## src/sv/slmf_pkg.sv

```systemverilog
// ----------------------------------------------------------------------------
// slmf_pkg
// shared types and constants of the serpentine led matrix frame store
// ----------------------------------------------------------------------------
package slmf_pkg;

  localparam int OP_W     = 2;
  localparam int COORD_W  = 8;
  localparam int PIX_W    = 16;
  localparam int BYTE_W   = 8;
  localparam int MAX_IDX_W = 14;

  localparam logic [OP_W-1:0] OP_WRITE = 2'd0;
  localparam logic [OP_W-1:0] OP_READ  = 2'd1;
  localparam logic [OP_W-1:0] OP_TICK  = 2'd2;

  localparam int START_BYTES = 4;
  localparam int END_BYTES   = 4;
  localparam int LEDS_PER_TAIL_WORD = 32;

  localparam logic [BYTE_W-1:0] LED_HDR_BYTE = 8'hE0;
  localparam logic [BYTE_W-1:0] END_BYTE     = 8'hFF;

  typedef enum logic [1:0] {
    CMD_NOP,
    CMD_WRITE,
    CMD_READ,
    CMD_TICK
  } cmd_kind_t;

  typedef struct packed {
    cmd_kind_t              kind;
    logic                   hit;
    logic                   eor;
    logic [MAX_IDX_W-1:0]   idx;
    logic [PIX_W-1:0]       pixel;
  } cmd_t;

  typedef enum logic [2:0] {
    BYTE_ZERO,
    BYTE_HDR,
    BYTE_BLUE,
    BYTE_GREEN,
    BYTE_RED,
    BYTE_END
  } byte_sel_t;

  typedef struct packed {
    logic       serial_valid;
    byte_sel_t  sel;
    logic       frame_done;
    logic       read_valid;
    logic       read_error;
  } res_meta_t;

endpackage

```

## src/sv/slmf_if.sv

```systemverilog
// ----------------------------------------------------------------------------
// slmf_in_if / slmf_out_if
// valid/ready channels for pixel commands and per-command results
// ----------------------------------------------------------------------------
interface slmf_in_if;
  import slmf_pkg::*;

  logic               valid;
  logic               ready;
  logic [OP_W-1:0]    op;
  logic [COORD_W-1:0] row;
  logic [COORD_W-1:0] column;
  logic [PIX_W-1:0]   pixel;
  logic               end_of_run;

  modport source (output valid, op, row, column, pixel, end_of_run, input ready);
  modport sink   (input valid, op, row, column, pixel, end_of_run, output ready);
endinterface


```

## src/sv/slmf_front.sv

```systemverilog
// ----------------------------------------------------------------------------
// slmf_front
// accepts input words, range-checks them and maps row/column to chain index
// ----------------------------------------------------------------------------
module slmf_front #(
  parameter int COLUMNS = 16,
  parameter int ROWS    = 16
) (
  slmf_in_if.sink        in_chan,
  input  logic           queue_full,
  input  logic           clear_busy,
  output logic           push,
  output slmf_pkg::cmd_t push_cmd
);
  import slmf_pkg::*;

  logic                 row_ok;
  logic                 col_ok;
  logic [COORD_W-1:0]   col_eff;
  logic [MAX_IDX_W-1:0] row_base;

  assign in_chan.ready = !queue_full && !clear_busy;
  assign push          = in_chan.valid && in_chan.ready;

  always_comb begin
    row_ok   = ({1'b0, in_chan.row} < (COORD_W + 1)'(ROWS));
    col_ok   = ({1'b0, in_chan.column} < (COORD_W + 1)'(COLUMNS));
    col_eff  = in_chan.row[0] ? (COORD_W'(COLUMNS - 1) - in_chan.column) : in_chan.column;
    row_base = MAX_IDX_W'(in_chan.row) * MAX_IDX_W'(COLUMNS);

    push_cmd.hit   = row_ok && col_ok;
    push_cmd.eor   = in_chan.end_of_run;
    push_cmd.idx   = row_base + MAX_IDX_W'(col_eff);
    push_cmd.pixel = in_chan.pixel;
    case (in_chan.op)
      OP_WRITE: push_cmd.kind = CMD_WRITE;
      OP_READ:  push_cmd.kind = CMD_READ;
      OP_TICK:  push_cmd.kind = CMD_TICK;
      default:  push_cmd.kind = CMD_NOP;
    endcase
  end

endmodule

```

## src/flat_wrapper.sv

```systemverilog
// flat-port wrapper written by rule: the top's interface ports become plain ports
module slmf_front_flat import slmf_pkg::*;
#(
  parameter int COLUMNS = 16,
  parameter int ROWS    = 16
)
  (queue_full, clear_busy, push, push_cmd, in_chan_valid, in_chan_op, in_chan_row, in_chan_column, in_chan_pixel, in_chan_end_of_run, in_chan_ready);
  slmf_in_if in_chan_i ();
  input  logic queue_full;
  input  logic clear_busy;
  output logic push;
  output slmf_pkg::cmd_t push_cmd;
  input wire logic [$bits(in_chan_i.valid)-1:0] in_chan_valid;
  input wire logic [$bits(in_chan_i.op)-1:0] in_chan_op;
  input wire logic [$bits(in_chan_i.row)-1:0] in_chan_row;
  input wire logic [$bits(in_chan_i.column)-1:0] in_chan_column;
  input wire logic [$bits(in_chan_i.pixel)-1:0] in_chan_pixel;
  input wire logic [$bits(in_chan_i.end_of_run)-1:0] in_chan_end_of_run;
  output wire logic [$bits(in_chan_i.ready)-1:0] in_chan_ready;
  assign in_chan_i.valid = in_chan_valid;
  assign in_chan_i.op = in_chan_op;
  assign in_chan_i.row = in_chan_row;
  assign in_chan_i.column = in_chan_column;
  assign in_chan_i.pixel = in_chan_pixel;
  assign in_chan_i.end_of_run = in_chan_end_of_run;
  assign in_chan_ready = in_chan_i.ready;
  slmf_front #(.COLUMNS(COLUMNS), .ROWS(ROWS)) u_core (.in_chan(in_chan_i), .queue_full(queue_full), .clear_busy(clear_busy), .push(push), .push_cmd(push_cmd));
endmodule
```

## config.mk

```make
export PLATFORM = sky130hd
export DESIGN_NAME = slmf_front_flat
export DESIGN_NICKNAME = d
export VERILOG_FILES = /design/src/sv/slmf_pkg.sv /design/src/sv/slmf_if.sv /design/src/sv/slmf_front.sv /design/src/flat_wrapper.sv
export SDC_FILE = /design/constraint.sdc
export NUM_CORES = 1
export LEC_CHECK = 0
export BUFFER_PORTS_ARGS = -buffer_cell sky130_fd_sc_hd__buf_2
export CAP_MARGIN = 40
export CORE_MARGIN = 5
export CORE_UTILIZATION = 30
export DETAILED_ROUTE_END_ITERATION = 8
export GPL_TIMING_DRIVEN = 0
export PLACE_DENSITY = 0.81
export SLEW_MARGIN = 20
export SYNTH_ARGS = -nofsm -noshare
export SYNTH_HDL_FRONTEND = slang
export SYNTH_SLANG_ARGS = --single-unit
```

## constraint.sdc

```tcl
create_clock -name vclk -period 2.1
set_input_delay 0.315 -clock vclk [all_inputs]
set_output_delay 0.315 -clock vclk [all_outputs]
set_load 0.01 [all_outputs]
```

Yosys cells after proc, flatten, opt, wreduce, memory -nomap -nowiden
Cells that the tools add are included.

word-level totals
  register bits after elaboration = 0
  output and inout bits = 36
  logic and storage cells = 14

operators by class
  $add $sub $neg = 2
  order comparisons = 2
  eq/ne operators = 2
  multiplexer cells = 2
  reduce and logical (&&, ||, !) cells = 6

operators with widths
  cell                                                        number
  less-than comparator 8 x 5 -> 1 bit, second input constant  2
  adder 12 x 8 -> 13 bit                                      1
  two-way mux 8 bit                                           1
  subtractor 4 x 8 -> 8 bit, first input constant             1
  one-hot mux 2 bit (3 select lines)                          1
  logical AND 1 bit                                           3
  == test 2 x 1 -> 1 bit, second input constant               1
  == test 2 bit, second input constant                        1
  zero test 1 bit                                             2
  zero test 2 bit                                             1

Depth between registers and ports, before layout
  word-level depth = 3
  depth in mapped cells = 10

Worst setup path after synthesis
Ideal clock, no wire load.

  path type = input port to output port
  start = in in_chan_column[5]
  end = out push_cmd[26] (netlist name)
  data arrival time = 1836 ps
  data required time = 1785 ps
  path slack = -51 ps
  stages = 10
  buffers on the path = 0
  path through = inv_1 -> ha_1 -> nand2_1 -> o21ai_0 -> inv_1 -> fa_1 -> nor2b_4 -> o21ai_2 -> a21oi_2 -> xor2_1

RTL lines
  element          line                RTL
  start, declared  flat_wrapper.sv:16  input wire logic [$bits(in_chan_i.column)-1:0] in_chan_column;
  end, declared    flat_wrapper.sv:12  output slmf_pkg::cmd_t push_cmd;

==> impl_metrics.py <==
metrics = {
    "worst_setup_path": {
        "endpoint": "push_cmd[26]",
        "startpoint": "in_chan_column[4]",
        "crit_fanout": 2,
        "crit_arrival_ns": 1.86,
        "crit_path_end_kind": "output pin",
        "critical_path_required_ns": 1.78,
        "critPathLaunchType": "input pin",
        "worst-setup-path-type": "input pin to output pin",
    },
    "outcome": {
        "run_status": "finished with violations",
        "violations": "negative setup slack",
    },
    "finish": {
        "layout.nets": 184,
        "clkbuf_count": 0,
        "final_common_cell": "buf_2",
        "final_cell_mix": "buf_2, buf_4, inv_1",
        "fillers": 166,
        "drive_gt1_frac": 0.750,
        "synthToLayoutAreaGrowth_pct": 86.8,
        "nFlopsAndLatches": 0,
        "final_util": 0.593,
        "ff_latch_area_um2": 0,
        "n_antenna_cell": 0,
    },
    "route": {
        "first_pass_iters": 1,
        "dr.max_layer_used": "met3",
        "vias_per_cell": 4.17,
        "drcViolationCount": 0,
        "drt_first_iter_violations": 0,
        "wl_per_cell_um": 10.5,
        "met1_length_um": 509,
        "vias": 671,
        "wirelength_mm": 1.70,
        "met2WireLength_um": 937,
        "wl_met3_um": 251,
        "ant_nets": 0,
    },
    "grt": {
        "grt_pass1_wl_mm": 2.45,
        "antenna_found_initial": 0,
        "track_usage": 0.111,
        "grt.overflow.total": 0,
        "grt_max_degree": 9,
        "grt_pass1_vias": 651,
    },
    "timing": {
        "rsz0062_at_grt": "true",
        "period_needed_ns": 2.18,
        "hold_viol_final": 0,
        "slew_violations": 0,
        "setup_viol": 5,
        "finalWorstSetupSlack_ns": -0.0780,
        "fmax_ghz": 0.459,
        "final.period_utilization": 1.04,
    },
    "floorplanning": {
        "initial_core_util": 0.317,
        "pin_count": 74,
        "die-area_mm2": 0.00278,
        "die_width_um": 52.7,
        "coreArea_mm2": 0.00173,
        "core.rowCount": 15,
        "die_h_um": 52.7,
    },
    "placement": {
        "routabilityCongestion": 0.654,
        "post-dp-hpwl_mm": 1.51,
        "port_buffers": 56,
    },
    "yosys": {
        "syn-num-nets": 119,
        "synth_area_um2": 548,
        "ys_warn_count": 0,
        "ys_seq_area_frac": 0,
        "syn_inst": 73,
        "avgSynthCellArea_um2": 7.51,
        "synth_cell_types": 24,
    },
    "worst_hold_path": {
        "min_path_type": "input pin to output pin",
    },
    "flow_run": {
        "drv_cap": 0,
    },
    "power_and_ir_drop": {
        "peakVddDrop_mv": 0.154,
        "power_density_mw_per_mm2": 290,
        "total_power_mw": 0.297,
        "leakage_nw": 0.590,
    },
    "clock_tree": {
        "hold_buffers": 0,
    },
}
[Yosys cell counts]
master | number | share of area
and2_1 | 1 | 0.011
o21ai_2 | 3 | 0.048
ha_1 | 7 | 0.16
and3_1 | 3 | 0.034
a211oi_2 | 1 | 0.023
xor2_1 | 6 | 0.096
xnor2_1 | 5 | 0.080
nand2b_1 | 1 | 0.011
fa_1 | 1 | 0.037
nor2_2 | 1 | 0.011
buf_4 | 18 | 0.25
buf_2 | 1 | 0.0091
o31ai_1 | 1 | 0.014
conb_1 | 1 | 0.0068
nand2_1 | 3 | 0.021
nor2b_4 | 1 | 0.025
nor4_1 | 1 | 0.011
a21o_1 | 1 | 0.014
a211oi_1 | 1 | 0.014
o21ai_0 | 2 | 0.018
a21oi_2 | 1 | 0.016
inv_1 | 9 | 0.062
or2_2 | 1 | 0.011
nor2_1 | 3 | 0.021
[timing repair]
item / CTS / global route
pin swaps: 14 / 3
setup endpoints to repair: 6 / 6
gates cloned: 0 / 0
buffers inserted: 6 / 1
resized for setup: 19 / 3
[worst min-delay path by stage]
stage | end | slack (ns) | cells past startpoint | from
5_1_grt | push_cmd[7] | 0.82 | 2 | in_chan_pixel[7]
3_5_place_dp | push_cmd[11] | 0.82 | 2 | in_chan_pixel[11]
2_1_floorplan | in_chan_ready | 0.68 | 1 | queue_full
6_report | push_cmd[7] | 0.81 | 2 | in_chan_pixel[7]
3_3_place_gp | push_cmd[9] | 0.82 | 2 | in_chan_pixel[9]
4_1_cts | push_cmd[7] | 0.82 | 2 | in_chan_pixel[7]
[cell type report]
class	count	area, um2	area share
Multi-Input combinational cell	45	455	0.445
Tap cell	25	31.3	0.0306
Buffer	19	143	0.139
Inverter	9	41.3	0.0403
Timing Repair Buffer	63	353	0.345
[stage by stage]
step	instances	setup WS [ns]	hold slack (ns)	instance area, um2	setup TNS (ns)
2_1_floorplan	73	0.0365	0.677	558	0
5_1_grt	161	-0.142	0.817	1020	-0.660
3_3_place_gp	154	-0.227	0.816	870	-0.871
6_report	161	-0.0780	0.814	1020	-0.194
3_5_place_dp	154	-0.302	0.816	870	-1.36
4_1_cts	160	-0.105	0.816	987	-0.351
[where the power goes]
| group | leakage (nW) | internal (mW) | switching, mW |
|---|---|---|---|
| clock network | 0 | 0 | 0 |
| registers | 0 | 0 | 0 |
| logic | 0.590 | 0.159 | 0.138 |
| total | 0.590 | 0.159 | 0.138 |
[critical path, stage by stage]
cell     delay (ns)
buf_8          0.08
inv_4          0.03
ha_4           0.25
nand2_2        0.05
o21ai_2        0.07
inv_1          0.07
fa_2           0.38
nor2b_4        0.13
o21ai_2        0.08
a21oi_2        0.16
xor2_2         0.12
buf_2          0.14
[routing by layer]
metal,vias up,global-route usage
met5,-,0
met4,0,0.00851
met3,0,0.0199
met2,45,0.242
met1,288,0.106
li1,338,-
[cells by family (layout without fill, tap and decap cells)]
kind of cell / count (synthesis) / after routing / share of synthesized area
fa+ha+maj: 8 / 8 / 0.196
compound gates: 10 / 10 / 0.146
buf+inv: 28 / 91 / 0.317
xor+xnor: 11 / 11 / 0.176
other cells: 1 / 1 / 0.00684
simple gates: 15 / 15 / 0.158
(Power assumes the default switching activity.)
