**config.mk**
```make
export PLATFORM = sky130hd
export DESIGN_NAME = slmf_queue
export DESIGN_NICKNAME = d
export VERILOG_FILES = /design/src/sv/slmf_pkg.sv /design/src/sv/slmf_queue.sv
export SDC_FILE = /design/constraint.sdc
export NUM_CORES = 1
export LEC_CHECK = 0
export ABC_CLOCK_PERIOD_IN_PS = 3730
export BUFFER_PORTS_ARGS = -buffer_cell sky130_fd_sc_hd__buf_2
export CORE_MARGIN = 3
export CORE_UTILIZATION = 35
export CTS_BUF_LIST = sky130_fd_sc_hd__clkbuf_2
export CTS_CLUSTER_SIZE = 25
export DETAILED_ROUTE_END_ITERATION = 16
export GPL_TIMING_DRIVEN = 0
export PLACE_DENSITY = 0.65
export SETUP_SLACK_MARGIN = 0.1
export SLEW_MARGIN = 15
export SYNTH_ARGS = -nofsm -noshare
export SYNTH_HDL_FRONTEND = slang
export SYNTH_SLANG_ARGS = --single-unit
```
**constraint.sdc**
```tcl
create_clock -name clk -period 3.73 [get_ports clk]
set_clock_uncertainty 0.15 [all_clocks]
set_input_delay 0.373 -clock clk [delete_from_list [all_inputs] [get_ports clk]]
set_output_delay 0.373 -clock clk [all_outputs]
set_load 0.01 [all_outputs]
```
**src/sv/slmf_pkg.sv**
```systemverilog
// ----------------------------------------------------------------------------
// slmf_pkg
// shared types and constants of the serpentine led matrix frame store
// ----------------------------------------------------------------------------
package slmf_pkg;

  localparam int OP_W     = 2;
  localparam int COORD_W  = 8;
  localparam int PIX_W    = 16;
  localparam int BYTE_W   = 8;
  localparam int MAX_IDX_W = 14;

  localparam logic [OP_W-1:0] OP_WRITE = 2'd0;
  localparam logic [OP_W-1:0] OP_READ  = 2'd1;
  localparam logic [OP_W-1:0] OP_TICK  = 2'd2;

  localparam int START_BYTES = 4;
  localparam int END_BYTES   = 4;
  localparam int LEDS_PER_TAIL_WORD = 32;

  localparam logic [BYTE_W-1:0] LED_HDR_BYTE = 8'hE0;
  localparam logic [BYTE_W-1:0] END_BYTE     = 8'hFF;

  typedef enum logic [1:0] {
    CMD_NOP,
    CMD_WRITE,
    CMD_READ,
    CMD_TICK
  } cmd_kind_t;

  typedef struct packed {
    cmd_kind_t              kind;
    logic                   hit;
    logic                   eor;
    logic [MAX_IDX_W-1:0]   idx;
    logic [PIX_W-1:0]       pixel;
  } cmd_t;

  typedef enum logic [2:0] {
    BYTE_ZERO,
    BYTE_HDR,
    BYTE_BLUE,
    BYTE_GREEN,
    BYTE_RED,
    BYTE_END
  } byte_sel_t;

  typedef struct packed {
    logic       serial_valid;
    byte_sel_t  sel;
    logic       frame_done;
    logic       read_valid;
    logic       read_error;
  } res_meta_t;

endpackage

```
**src/sv/slmf_queue.sv**
```systemverilog
// ----------------------------------------------------------------------------
// slmf_queue
// two-entry command queue between the front and the back
// ----------------------------------------------------------------------------
module slmf_queue (
  input  logic           clk,
  input  logic           rst_n,
  input  logic           push,
  input  slmf_pkg::cmd_t push_cmd,
  input  logic           pop,
  output slmf_pkg::cmd_t pop_cmd,
  output logic           full,
  output logic           empty
);
  import slmf_pkg::*;

  cmd_t       slot_r [2];
  logic       wr_ptr_r;
  logic       wr_ptr_nxt;
  logic       rd_ptr_r;
  logic       rd_ptr_nxt;
  logic [1:0] count_r;
  logic [1:0] count_nxt;

  assign full    = (count_r == 2'd2);
  assign empty   = (count_r == 2'd0);
  assign pop_cmd = slot_r[rd_ptr_r];

  always_comb begin
    wr_ptr_nxt = push ? ~wr_ptr_r : wr_ptr_r;
    rd_ptr_nxt = pop ? ~rd_ptr_r : rd_ptr_r;
    count_nxt  = count_r + 2'(push) - 2'(pop);
  end

  always_ff @(posedge clk) begin
    if (!rst_n) begin
      wr_ptr_r <= 1'b0;
      rd_ptr_r <= 1'b0;
      count_r  <= 2'd0;
    end else begin
      wr_ptr_r <= wr_ptr_nxt;
      rd_ptr_r <= rd_ptr_nxt;
      count_r  <= count_nxt;
    end
  end

  always_ff @(posedge clk) begin
    if (push) begin
      slot_r[wr_ptr_r] <= push_cmd;
    end
  end

endmodule

```
== Word-level counts from Yosys, hierarchy flattened ==
Memory sizes are Yosys's and may differ from the RTL's. A register that Yosys moved wholly into a read port is not among the register bits.
Index checks and enable logic that the tools add are counted.

* Bits in registers: 4
* Bits in writable memories: 68
* Input bits: 38
* Output and inout bits: 36
* Word-level logic and storage cells: 14
* Memories: 1

{| class="wikitable"
|+ Memory list
! memory !! words !! width !! rd ports !! clocked after memory_dff !! write ports !! RTL line !! text
|-
| slot_r || 2 || 34 || 1 || 1 || 1 || slmf_queue.sv:17 || <nowiki>cmd_t slot_r [2];</nowiki>
|}

* Add/subtract/negate cells: 2
* Equal/unequal tests: 1
* Mux-type cells: 4
* Bitwise logic cells: 2
* Reduce and logical (&&, ||, !) cells: 1

{| class="wikitable"
|+ Operator list
! kind !! number
|-
| $mux 1 || 4
|-
| $add 2x1->2 || 1
|-
| $eq 2x2->1 const B || 1
|-
| $logic_not 2->1 || 1
|-
| $not 1->1 || 2
|-
| $sub 2x1->2 || 1
|}

== Logic depth before layout (Yosys ltp) ==
Gate-level depths: netlist (run 1).

* Depth in word-level cells: 3
* Depth in mapped cells: 6
* Gate-level depth less buffers: 6

== Worst setup path before layout (run 1) ==
No wires, ideal clock.

* Kind: input to register
* Start: input port push
* End: memory slot_r[0][0] in the netlist's numbering (enable)
* Data arrival time: 1937 ps
* Data required time: 3150 ps
* Path slack: 1213 ps
* Stages: 1
* Buffers on the path: 0
* Path through: nor2b_1

* Word-level cells in the longest chain between the ends: 2

{| class="wikitable"
|+ Ends and longest elaborated chain
! what !! RTL line !! text
|-
| start: declaration || slmf_queue.sv:8 || <nowiki>input logic push,</nowiki>
|-
| $mux 1 || slmf_queue.sv:48 || <nowiki>if (push) begin</nowiki>
|-
| $mux 1 (not written as such) || slmf_queue.sv:49 || <nowiki>slot_r[wr_ptr_r] <= push_cmd;</nowiki>
|-
| end: declaration || slmf_queue.sv:17 ||
|}

No other way between the ends.

==> results of run 1 <==
-- worst reg2reg max path, delay by kind of cell, from the launching register on --
family                 cells  cell delay, ps
buffers and inverters      1             230
AND/OR/NAND/NOR            1             400
flip-flops                 1             430
-- final cells by class --
| type | instances | share of cell area [%] |
|---|---|---|
| tap | 102 | 3.297 |
| sequential | 73 | 55.33 |
| clock inverter | 7 | 2.198 |
| multi-input combinational | 48 | 16.06 |
| inverter | 2 | 0.1939 |
| timing repair buffer | 110 | 19.91 |
| buffer | 4 | 1.842 |
| clock buffer | 9 | 1.164 |
-- routing by layer --
layer | track usage (%) | vias up
li1 | - | 731
met1 | 13.14 | 738
met2 | 19.49 | 42
met3 | 2.658 | 9
met4 | 6.043 | 0
met5 | 0 | -
-- power by group through the flow --
stage / Combinational (mW) / Clock, mW / Sequential, mW
2_1_floorplan: 0.159 / 0 / 0.975
3_3_place_gp: 0.240 / 0 / 0.978
3_5_place_dp: 0.253 / 0 / 0.978
4_1_cts: 0.283 / 0.501 / 0.960
5_1_grt: 0.302 / 0.532 / 0.965
6_report: 0.278 / 0.480 / 0.959
-- registers in the layout, indices dropped and copies added, names as in the netlist, named ones only --
name,cells
slot_r,68
rd_ptr_r,1
count_r,2
wr_ptr_r,1
-- timing repair --
item / in CTS / in global routing
hold buffers: 35 / 0
endpoints found under the hold margin: 73 / 0
gates resized for setup: 0 / 0
-- synthesized netlist by cell type --
library cell	number	area share, %
sky130_fd_sc_hd__mux2_4	30	16
sky130_fd_sc_hd__xor2_1	1	0.31
sky130_fd_sc_hd__dfxtp_1	5	3.5
sky130_fd_sc_hd__inv_1	2	0.26
sky130_fd_sc_hd__and2_1	4	0.88
sky130_fd_sc_hd__nor2b_1	4	0.88
sky130_fd_sc_hd__xnor3_1	1	0.79
sky130_fd_sc_hd__buf_12	3	2.1
sky130_fd_sc_hd__mux2_2	4	1.6
sky130_fd_sc_hd__ha_1	2	0.88
sky130_fd_sc_hd__edfxtp_1	68	72
sky130_fd_sc_hd__o21a_1	1	0.26
sky130_fd_sc_hd__buf_6	1	0.40
sky130_fd_sc_hd__nor2_1	1	0.13
-- cells in the final DEF, fill, tap and decap left out, drive strengths merged --
cell,n
buf,79
edfxtp,68
dlygate4sd3,35
mux2,34
clkbuf,9
dfxtp,5
clkinv,5
and2,4
nor2b,4
inv,2
ha,2
bufinv,2
nor2,1
xor2,1
o21a,1
xnor3,1
-- through the flow --
stage	area, sq um	setup WS (ps)	utilization (%)
6_report	3871	1615	49.58
3_3_place_gp	3327	153.0	42.61
2_1_floorplan	2834	1213	-
5_1_grt	3871	1492	49.58
3_5_place_dp	3391	2074	43.43
4_1_cts	3871	1529	49.58
-- how the worst max path moves through the flow --
stage | start | to | slack, ps | cells past startpoint
final | flop | pop_cmd[26] | 1620 | 4
after global routing | flop | pop_cmd[28] | 1490 | 4
after CTS | flop | pop_cmd[30] | 1530 | 4
after detailed placement | push | slot_r[0][7] | 2070 | 3
after global placement | push | slot_r[0][7] | 150 | 2
after floorplan | push | slot_r[0][0] | 1210 | 1
-- logic make-up after synthesis --
family                     Yosys count  synth area share, %
AOI/OAI and AO/OA                    1               0.2650
xor gates and xnor gates             2                1.104
adders and majority gates            2               0.8829
buffers and inverters                6                2.782
DFF                                 73                75.59
muxes                               34                17.48
and+or+nand+nor                      9                1.898
==> impl_metrics.tcl, run 1 <==
set metrics [dict create \
    initial_antenna_violation_count 0 \
    fillers 688 \
    setup_viol 0 \
    slew_headroom_pct 69.10 \
    total_leakage_power_nw 1.560 \
    sum_neg_setup_slack_ps 0 \
    route.detailed.vias_per_inst 4.282 \
    netSwitchingFraction_pct 22.91 \
    cts_buffer_depth 2 \
    pin_count_of_the_biggest_net_entering_global_routing 24 \
    num_vias 1520 \
    placement_rows 32 \
    dr.first_iter.drc_count 38 \
    worst_r2r_endpoint "slot_r[1][6]" \
    ys_ff_latch 73 \
    timing_worst_setup_path_type "reg -> out" \
    grt_pass1_wl_microns 7652 \
    fp.coreArea_sq_um 7807 \
    hpwl_microns 3329 \
    finalCritPeriodShare_pct 56.69 \
    die_x_microns 95.99 \
    min-delay-start "push" \
    topRoutingLayerUsed "met4" \
    critical_path.max_stage_delay_ps 360 \
    report.final.hold_viol_count 0 \
    hold-path-endpoint "wr_ptr_r" \
    comb_power_share_pct 16.2 \
    total_power_mw 1.718 \
    final_net_count 288 \
    post-route-min-period_ps 2115 \
    worstPathRequired_ps 3210 \
    p_int_mw 1.324 \
    post_cts.repair.setup_buffers 0 \
    sequential_cell_area_sq_um 2142 \
    cp-start-kind "flop" \
    detail-route-antenna-nets 0 \
    power.clock.fraction_pct 27.9 \
    first_global_vias 1587 \
    wl_met1_microns 2061 \
    met2_wirelength_microns 2658 \
    synthesis.instances 127 \
    irDropWorstVdd_uv 194.1 \
    worstSkewPairLatency_ps 480 \
    placement.io_buffers 73 \
    critPathTopFamily "buffers and inverters" \
    yosysWarningCount 0 \
    gp_congestion 0.6460 \
    clock_tree.root_cell "sky130_fd_sc_hd__clkbuf_2" \
    rsz0062_at_grt "no" \
    worst-r2r-setup-slack_ps 2230 \
    cts.sink_count 73 \
    cts-htree-levels 3 \
    cts-buffers-inserted 9 \
    die_area_sq_um 9213 \
    path_cells "buf_6 > buf_12 > mux2_4 > buf_2" \
    routed_wirelength_microns 5011 \
    area_delta_synth_final_pct 36.60 \
    cts.reportedPaths.clkPinSlew_ps 200 \
    routed_wire_length_per_instance_microns 14.12 \
    die_height_microns 95.99 \
    cap_violations 0 \
    switchingPower_mw 0.3935 \
    critPathMaxFanout 10 \
    insertedDiodeCount 0 \
    outcome "finished, final reports clean" \
    drtPass1Iterations 4 \
    tritoncts_clock_tree "yes" \
    critical_path_end_type "output port" \
    synth_seq_area_share_pct 75.58 \
    drive_gt1_share_pct 50.59 \
    max_freq_mhz 472.9 \
    synthesis.area_sq_um 2834 \
    worst_r2r_path_depth 2 \
    number_of_cells_after_detailed_placement 304 \
    grt.overflow.total 0 \
    sequentialPowerShare_pct 55.9 \
    hold_class "in -> reg" \
    finish.cell_count_without_fillers 355 \
    number_of_top_level_design_ports 74 \
    drc_errors 0 \
    overall_global_routing_resource_usage_pct 11.38 \
    worstHoldPathCells 3 \
    reg_to_reg_critical_path_startpoint "wr_ptr_r" \
    crit_slowest_cell "sky130_fd_sc_hd__dfxtp_1" \
    initial_core_util_pct 36.30 \
    cellPowerDensity_nw_per_um2 443.7 \
    met3_length_microns 190 \
    worst_hold_slack_ps 69.79 \
    worst-endpoint-arrival_ps 1590 \
    cp.buffers_inverters 3 \
    synthDistinctLibCells 14 \
    tightest_slew_ps 462.6 \
    drv_slew 0 \
    synth.net_count 167 \
    multi_input_area_sq_um 621.8 \
    synthesis.area_per_instance_sq_um 22.31 \
]
No activity file was read; power rests on OpenSTA's default activity.
==> run 2, diff against run 1 <==
ABC_CLOCK_PERIOD_IN_PS = 1760   (was 3730)
PLACE_DENSITY = 0.67   (was 0.65)
clock period = 1.76 ns   (was 3.73 ns; I/O delays follow)
==> impl_metrics.tcl, run 2 (synthesis gave the netlist of run 1 again) <==
set metrics [dict create \
    report.final.hold_viol_count 0 \
    hold_class "in -> reg" \
    initial_core_util_pct 36.30 \
    fin_area_sq_um 4134 \
    initial_antenna_violation_count 0 \
    worst-r2r-setup-slack_ps 190 \
    gp_congestion 0.6473 \
    first_global_vias 1638 \
    detail-route-antenna-nets 0 \
    critPathMaxFanout 10 \
    largest_register_ff_count 68 \
    worst_r2r_path_depth 1 \
    place_ws_ps 6.527 \
    path_cells "buf_8 > buf_12 > mux2_4 > buf_6" \
    hpwl_microns 2849 \
    cts-htree-levels 3 \
    drtPass1Iterations 4 \
    reg_to_reg_critical_path_startpoint "wr_ptr_r" \
    grt_pass1_wl_microns 7852 \
    max_flop_register "slot_r" \
    cts-buffers-inserted 9 \
    number_of_top_level_design_ports 74 \
    num_vias 1541 \
    layout_commonest_cell "sky130_fd_sc_hd__edfxtp_1" \
    drv_slew 0 \
    sequential_cell_area_sq_um 2143 \
    total_power_mw 3.895 \
    die_area_sq_um 9213 \
    worst_r2r_endpoint "slot_r[1][27]" \
    area_delta_synth_final_pct 45.87 \
    timing_worst_setup_path_type "reg -> out" \
    post-route-min-period_ps 1891 \
    routed_wirelength_microns 5181 \
    place_area_sq_um 3336 \
    hold-path-endpoint "slot_r[0][20]" \
    routed_wire_length_per_instance_microns 14.51 \
    insertedDiodeCount 0 \
    cts.sink_count 73 \
    critical_path.max_stage_delay_ps 370 \
    finalCritPeriodShare_pct 107.4 \
    critPathTopFamily "buffers and inverters" \
    reg_top3 "slot_r: 68 flops, count_r: 2 flops" \
    drc_errors 0 \
    worstSkewPairLatency_ps 460 \
    clock_tree.root_cell "sky130_fd_sc_hd__clkbuf_2" \
    irDropWorstVdd_uv 435.6 \
    fp.coreArea_sq_um 7807 \
    drive_gt1_share_pct 51.37 \
    multi_input_area_sq_um 651.9 \
    final_net_count 291 \
    critical_path_end_type "output port" \
    fillers 633 \
    route.detailed.vias_per_inst 4.317 \
    crit_slowest_cell "sky130_fd_sc_hd__dfxtp_2" \
    mostFrequentLayoutCells "sky130_fd_sc_hd__edfxtp_1, sky130_fd_sc_hd__buf_2, sky130_fd_sc_hd__dlygate4sd3_1, sky130_fd_sc_hd__mux2_4, sky130_fd_sc_hd__buf_6" \
    worstPathRequired_ps 1430 \
    final_critical_path_setup_slack_ps -130.8 \
    slew_headroom_pct 61.77 \
    outcome "finished with violations" \
    min-delay-start "push_cmd[20]" \
    cp.buffers_inverters 3 \
    cp-start-kind "flop" \
    grt.overflow.total 0 \
    pin_count_of_the_biggest_net_entering_global_routing 35 \
    cap_violations 0 \
    tightest_slew_ps 572.2 \
    die_x_microns 95.99 \
    number_of_cells_after_detailed_placement 302 \
    dr.first_iter.drc_count 49 \
    finish.cell_count_without_fillers 357 \
    placement.io_buffers 73 \
    cts.reportedPaths.clkPinSlew_ps 200 \
    max_freq_mhz 528.9 \
    total_leakage_power_nw 1.666 \
    worstHoldPathCells 2 \
    setup_viol 34 \
    cts_buffer_depth 2 \
    cellPowerDensity_nw_per_um2 942.2 \
    overall_global_routing_resource_usage_pct 11.88 \
    failing_checks "negative setup slack" \
    utilization_pct 52.95 \
    placement_rows 32 \
    worst-endpoint-arrival_ps 1560 \
    die_height_microns 95.99 \
    tritoncts_clock_tree "yes" \
    rsz0062_at_grt "yes" \
]
## run 2: what timing repair did
action	in CTS	in global routing
pin swaps	0	1
hold endpoints to repair	73	0
gates resized for setup	40	2
setup endpoints to repair	103	38
buffers inserted	1	1
cloned	1	0
hold buffers	37	0
## run 2: area by class of cell
type                       instances  share of cell area (%)
multi-input combinational         49                   15.77
timing repair buffer             112                   23.61
sequential                        73                   51.85
clock buffer                       9                   1.090
buffer                             4                   1.816
inverter                           2                  0.1816
clock inverter                     6                   2.603
tap                              102                   3.087
## run 2: report_power, final
part	internal, mW	total, mW	leakage (nW)	switching, mW
Combinational	0.445	0.710	0.897	0.265
Sequential	2.00	2.04	0.680	0.0351
Clock	0.602	1.15	0.0894	0.546
## run 2: routing by layer
layer | global-route usage (%) | share of wire [%]
met5 | 0 | 0
met4 | 6.754 | 2.3
met3 | 3.284 | 5.2
met2 | 20.70 | 55
met1 | 12.90 | 38
## run 2: worst max path at each step
stage,slack [ps],cells after the start,end
global route,-240,4,pop_cmd[30]
finish,-130,4,pop_cmd[28]
floorplan,340,1,slot_r[0][0]
detailed placement,7,2,slot_r[0][20]
global placement,20,2,slot_r[0][20]
CTS,-180,4,pop_cmd[5]
## run 2: through the flow
| stage | setup TNS (ps) | hold slack [ps] |
|---|---|---|
| after floorplan | 0 | 124.9 |
| after global placement | 0 | 214.0 |
| after detailed placement | 0 | 217.8 |
| after CTS | -5488 | 192.9 |
| after global routing | -7512 | 204.8 |
| final | -4090 | 253.7 |
==> run 3, diff against run 2 <==
ABC_AREA = 1   (was unset)
CORE_UTILIZATION = 49   (was 35)
PLACE_DENSITY = 0.86   (was 0.67)
==> impl_metrics.tcl, run 3 <==
set metrics [dict create \
    mostFrequentLayoutCells "sky130_fd_sc_hd__edfxtp_1, sky130_fd_sc_hd__buf_2, sky130_fd_sc_hd__dlygate4sd3_1, sky130_fd_sc_hd__buf_6, sky130_fd_sc_hd__mux2_4" \
    synth.net_count 179 \
    power.clock.fraction_pct 25.2 \
    hold-path-endpoint "slot_r[1][3]" \
    synth.top_cells.by_count "sky130_fd_sc_hd__edfxtp_1, sky130_fd_sc_hd__mux2_4, sky130_fd_sc_hd__nor2_1, sky130_fd_sc_hd__nand2_1, sky130_fd_sc_hd__inv_1" \
    initial_core_util_pct 51.15 \
    synth.area.top_cells "sky130_fd_sc_hd__edfxtp_1, sky130_fd_sc_hd__mux2_4, sky130_fd_sc_hd__dfxtp_1, sky130_fd_sc_hd__buf_12, sky130_fd_sc_hd__mux2_2" \
    hpwl_microns 3113 \
    first_global_vias 1779 \
    finalCritPeriodShare_pct 107.1 \
    total_leakage_power_nw 1.654 \
    number_of_top_level_design_ports 74 \
    tightest_slew_ps 541.9 \
    worstHoldPathCells 2 \
    max_freq_mhz 530.6 \
    switchingPower_mw 0.8583 \
    drv_slew 0 \
    sequentialPowerShare_pct 57.3 \
    yosysTopAreaCell "sky130_fd_sc_hd__edfxtp_1" \
    worst_r2r_endpoint "slot_r[1][5]" \
    synth_seq_area_share_pct 75.58 \
    drc_errors 0 \
    sum_neg_setup_slack_ps -3677 \
    tritoncts_clock_tree "yes" \
    grt_pass1_wl_microns 8549 \
    overall_global_routing_resource_usage_pct 17.92 \
    drive_gt1_share_pct 49.44 \
    routed_wire_length_per_instance_microns 16.57 \
    synth-async-reset-ratio_pct 0 \
    synth_most_common_cell "sky130_fd_sc_hd__edfxtp_1" \
    worstSkewPairLatency_ps 470 \
    worst-r2r-setup-slack_ps 200 \
    timing_worst_setup_path_type "reg -> out" \
    p_int_mw 2.699 \
    synthesis.area_per_instance_sq_um 20.39 \
    post-route-min-period_ps 1885 \
    detail-route-antenna-nets 0 \
    insertedDiodeCount 0 \
    failing_checks "negative setup slack" \
    cts-buffers-inserted 9 \
    fp.coreArea_sq_um 5540 \
    clock_tree.root_cell "sky130_fd_sc_hd__clkbuf_2" \
    synth_edf_count 68 \
    critPathMaxFanout 10 \
    report.final.hold_viol_count 0 \
    final_critical_path_setup_slack_ps -124.6 \
    cts.reportedPaths.clkPinSlew_ps 210 \
    synth_top_cell_area_share_pct 72.05 \
    cap_violations 0 \
    cts-htree-levels 3 \
    rsz0062_at_grt "yes" \
    sequential_cell_area_sq_um 2143 \
    hold_class "in -> reg" \
    synthesis.instances 139 \
    final_net_count 304 \
    slew_headroom_pct 63.79 \
    initial_antenna_violation_count 0 \
    routed_wirelength_microns 5649 \
    ys_ff_latch 73 \
    placement.io_buffers 73 \
    largest_register_ff_count 68 \
    die_area_sq_um 6732 \
    worstPathRequired_ps 1430 \
    placement_rows 27 \
    die_height_microns 82.05 \
    synthesis.area_sq_um 2834 \
    worst_r2r_path_depth 2 \
    synth_flop_cell "sky130_fd_sc_hd__edfxtp_1" \
    cp-start-kind "flop" \
    grt.overflow.total 0 \
    cellPowerDensity_nw_per_um2 878.9 \
    route.detailed.vias_per_inst 4.786 \
    cts_buffer_depth 2 \
    fillers 335 \
    worst-endpoint-arrival_ps 1560 \
    layout_commonest_cell "sky130_fd_sc_hd__edfxtp_1" \
    pin_count_of_the_biggest_net_entering_global_routing 35 \
    yosysWarningCount 0 \
    area_delta_synth_final_pct 42.83 \
    die_x_microns 82.05 \
    dr.first_iter.drc_count 77 \
    critical_path_end_type "output port" \
    min-delay-start "push_cmd[3]" \
    multi_input_area_sq_um 624.3 \
    max_flop_register "slot_r" \
    setup_viol 33 \
    num_vias 1632 \
    synthDistinctLibCells 12 \
    gp_congestion 0.6547 \
    reg_top3 "slot_r: 68 flops, count_r: 2 flops" \
    netSwitchingFraction_pct 24.13 \
    comb_power_share_pct 17.5 \
    drtPass1Iterations 4 \
    reg_to_reg_critical_path_startpoint "wr_ptr_r" \
    outcome "finished with violations" \
    irDropWorstVdd_uv 618.6 \
    utilization_pct 73.06 \
    cts.sink_count 73 \
]
-- run 3: cell types whose count changed in the layout (fill, tap and decap cells not counted), moves of 3 or more --
cell and delta:
sky130_fd_sc_hd__nor2_1 +7, sky130_fd_sc_hd__nand2_1 +8, sky130_fd_sc_hd__nor2b_1 -3, sky130_fd_sc_hd__inv_1 +4
sky130_fd_sc_hd__clkinvlp_4 +3, sky130_fd_sc_hd__and2_1 -3
-- run 3: layout make-up --
cell class | count | area share (%)
flip-flops and latches | 73 | 52.95
repair buffers | 113 | 23.99
multi-input cells | 56 | 15.43
well taps | 72 | 2.226
plain buffers | 4 | 1.855
clock inverters | 7 | 1.731
clock buffers | 9 | 1.113
inverters | 7 | 0.7110
-- run 3: worst max path at each step --
stage | depth (start not counted) | slack (ps) | end | from
CTS | 4 | -180 | pop_cmd[14] | flop
global placement | 2 | -260 | slot_r[1][32] | wr_ptr_r
floorplan | 2 | 90 | slot_r[1][0] | wr_ptr_r
detailed placement | 3 | 40 | slot_r[0][8] | push
global route | 4 | -240 | pop_cmd[22] | flop
finish | 4 | -120 | pop_cmd[12] | flop
-- run 3: cells by family after synthesis --
group / Yosys count / synth area share [%]
compound gates: 1 / 0.1764
fa+ha+maj: 2 / 0.8829
buf+inv: 11 / 3.444
flops: 73 / 75.59
mux: 34 / 17.48
simple gates: 18 / 2.428
-- run 3: routing by layer --
metal	track usage, %	wire length [microns]	vias up	part of all wire [%]
li1	-	-	777	-
met1	19.06	2136	801	38
met2	33.36	3219	49	57
met3	3.509	235	5	4.2
met4	8.970	59	0	1.0
met5	0	0	-	0
-- run 3: power by group through the flow --
stage / Combinational (mW) / Clock (mW) / Sequential, mW
floorplan: 0.281 / 0 / 2.06
global placement: 0.430 / 0 / 2.07
detailed placement: 0.445 / 0 / 2.07
CTS: 0.618 / 0.930 / 2.04
global route: 0.669 / 1.01 / 2.05
finish: 0.622 / 0.897 / 2.04
-- run 3: through the flow --
step	power [mW]	setup slack, ps	area (sq um)	std cells	hold WS (ps)
global route	3.728	-237.9	4048	341	199.1
CTS	3.584	-184.9	4033	340	205.1
floorplan	2.344	91.95	2841	139	119.5
global placement	2.495	-257.2	3297	284	213.6
finish	3.557	-124.6	4048	341	263.1
detailed placement	2.519	38.95	3297	284	217.3
-- run 3: critical path: stages (launching register included) --
cell                      delay, ps
sky130_fd_sc_hd__dfxtp_2        370
sky130_fd_sc_hd__buf_8          130
sky130_fd_sc_hd__buf_12         150
sky130_fd_sc_hd__mux2_4         310
sky130_fd_sc_hd__buf_6          120
-- run 3: what timing repair did --
item,CTS,global route
setup endpoints to repair,75,34
pin swaps,1,0
setup buffers,2,1
gates resized for setup,39,2
hold buffers,37,0
cloned,1,0
endpoints found under the hold margin,73,0
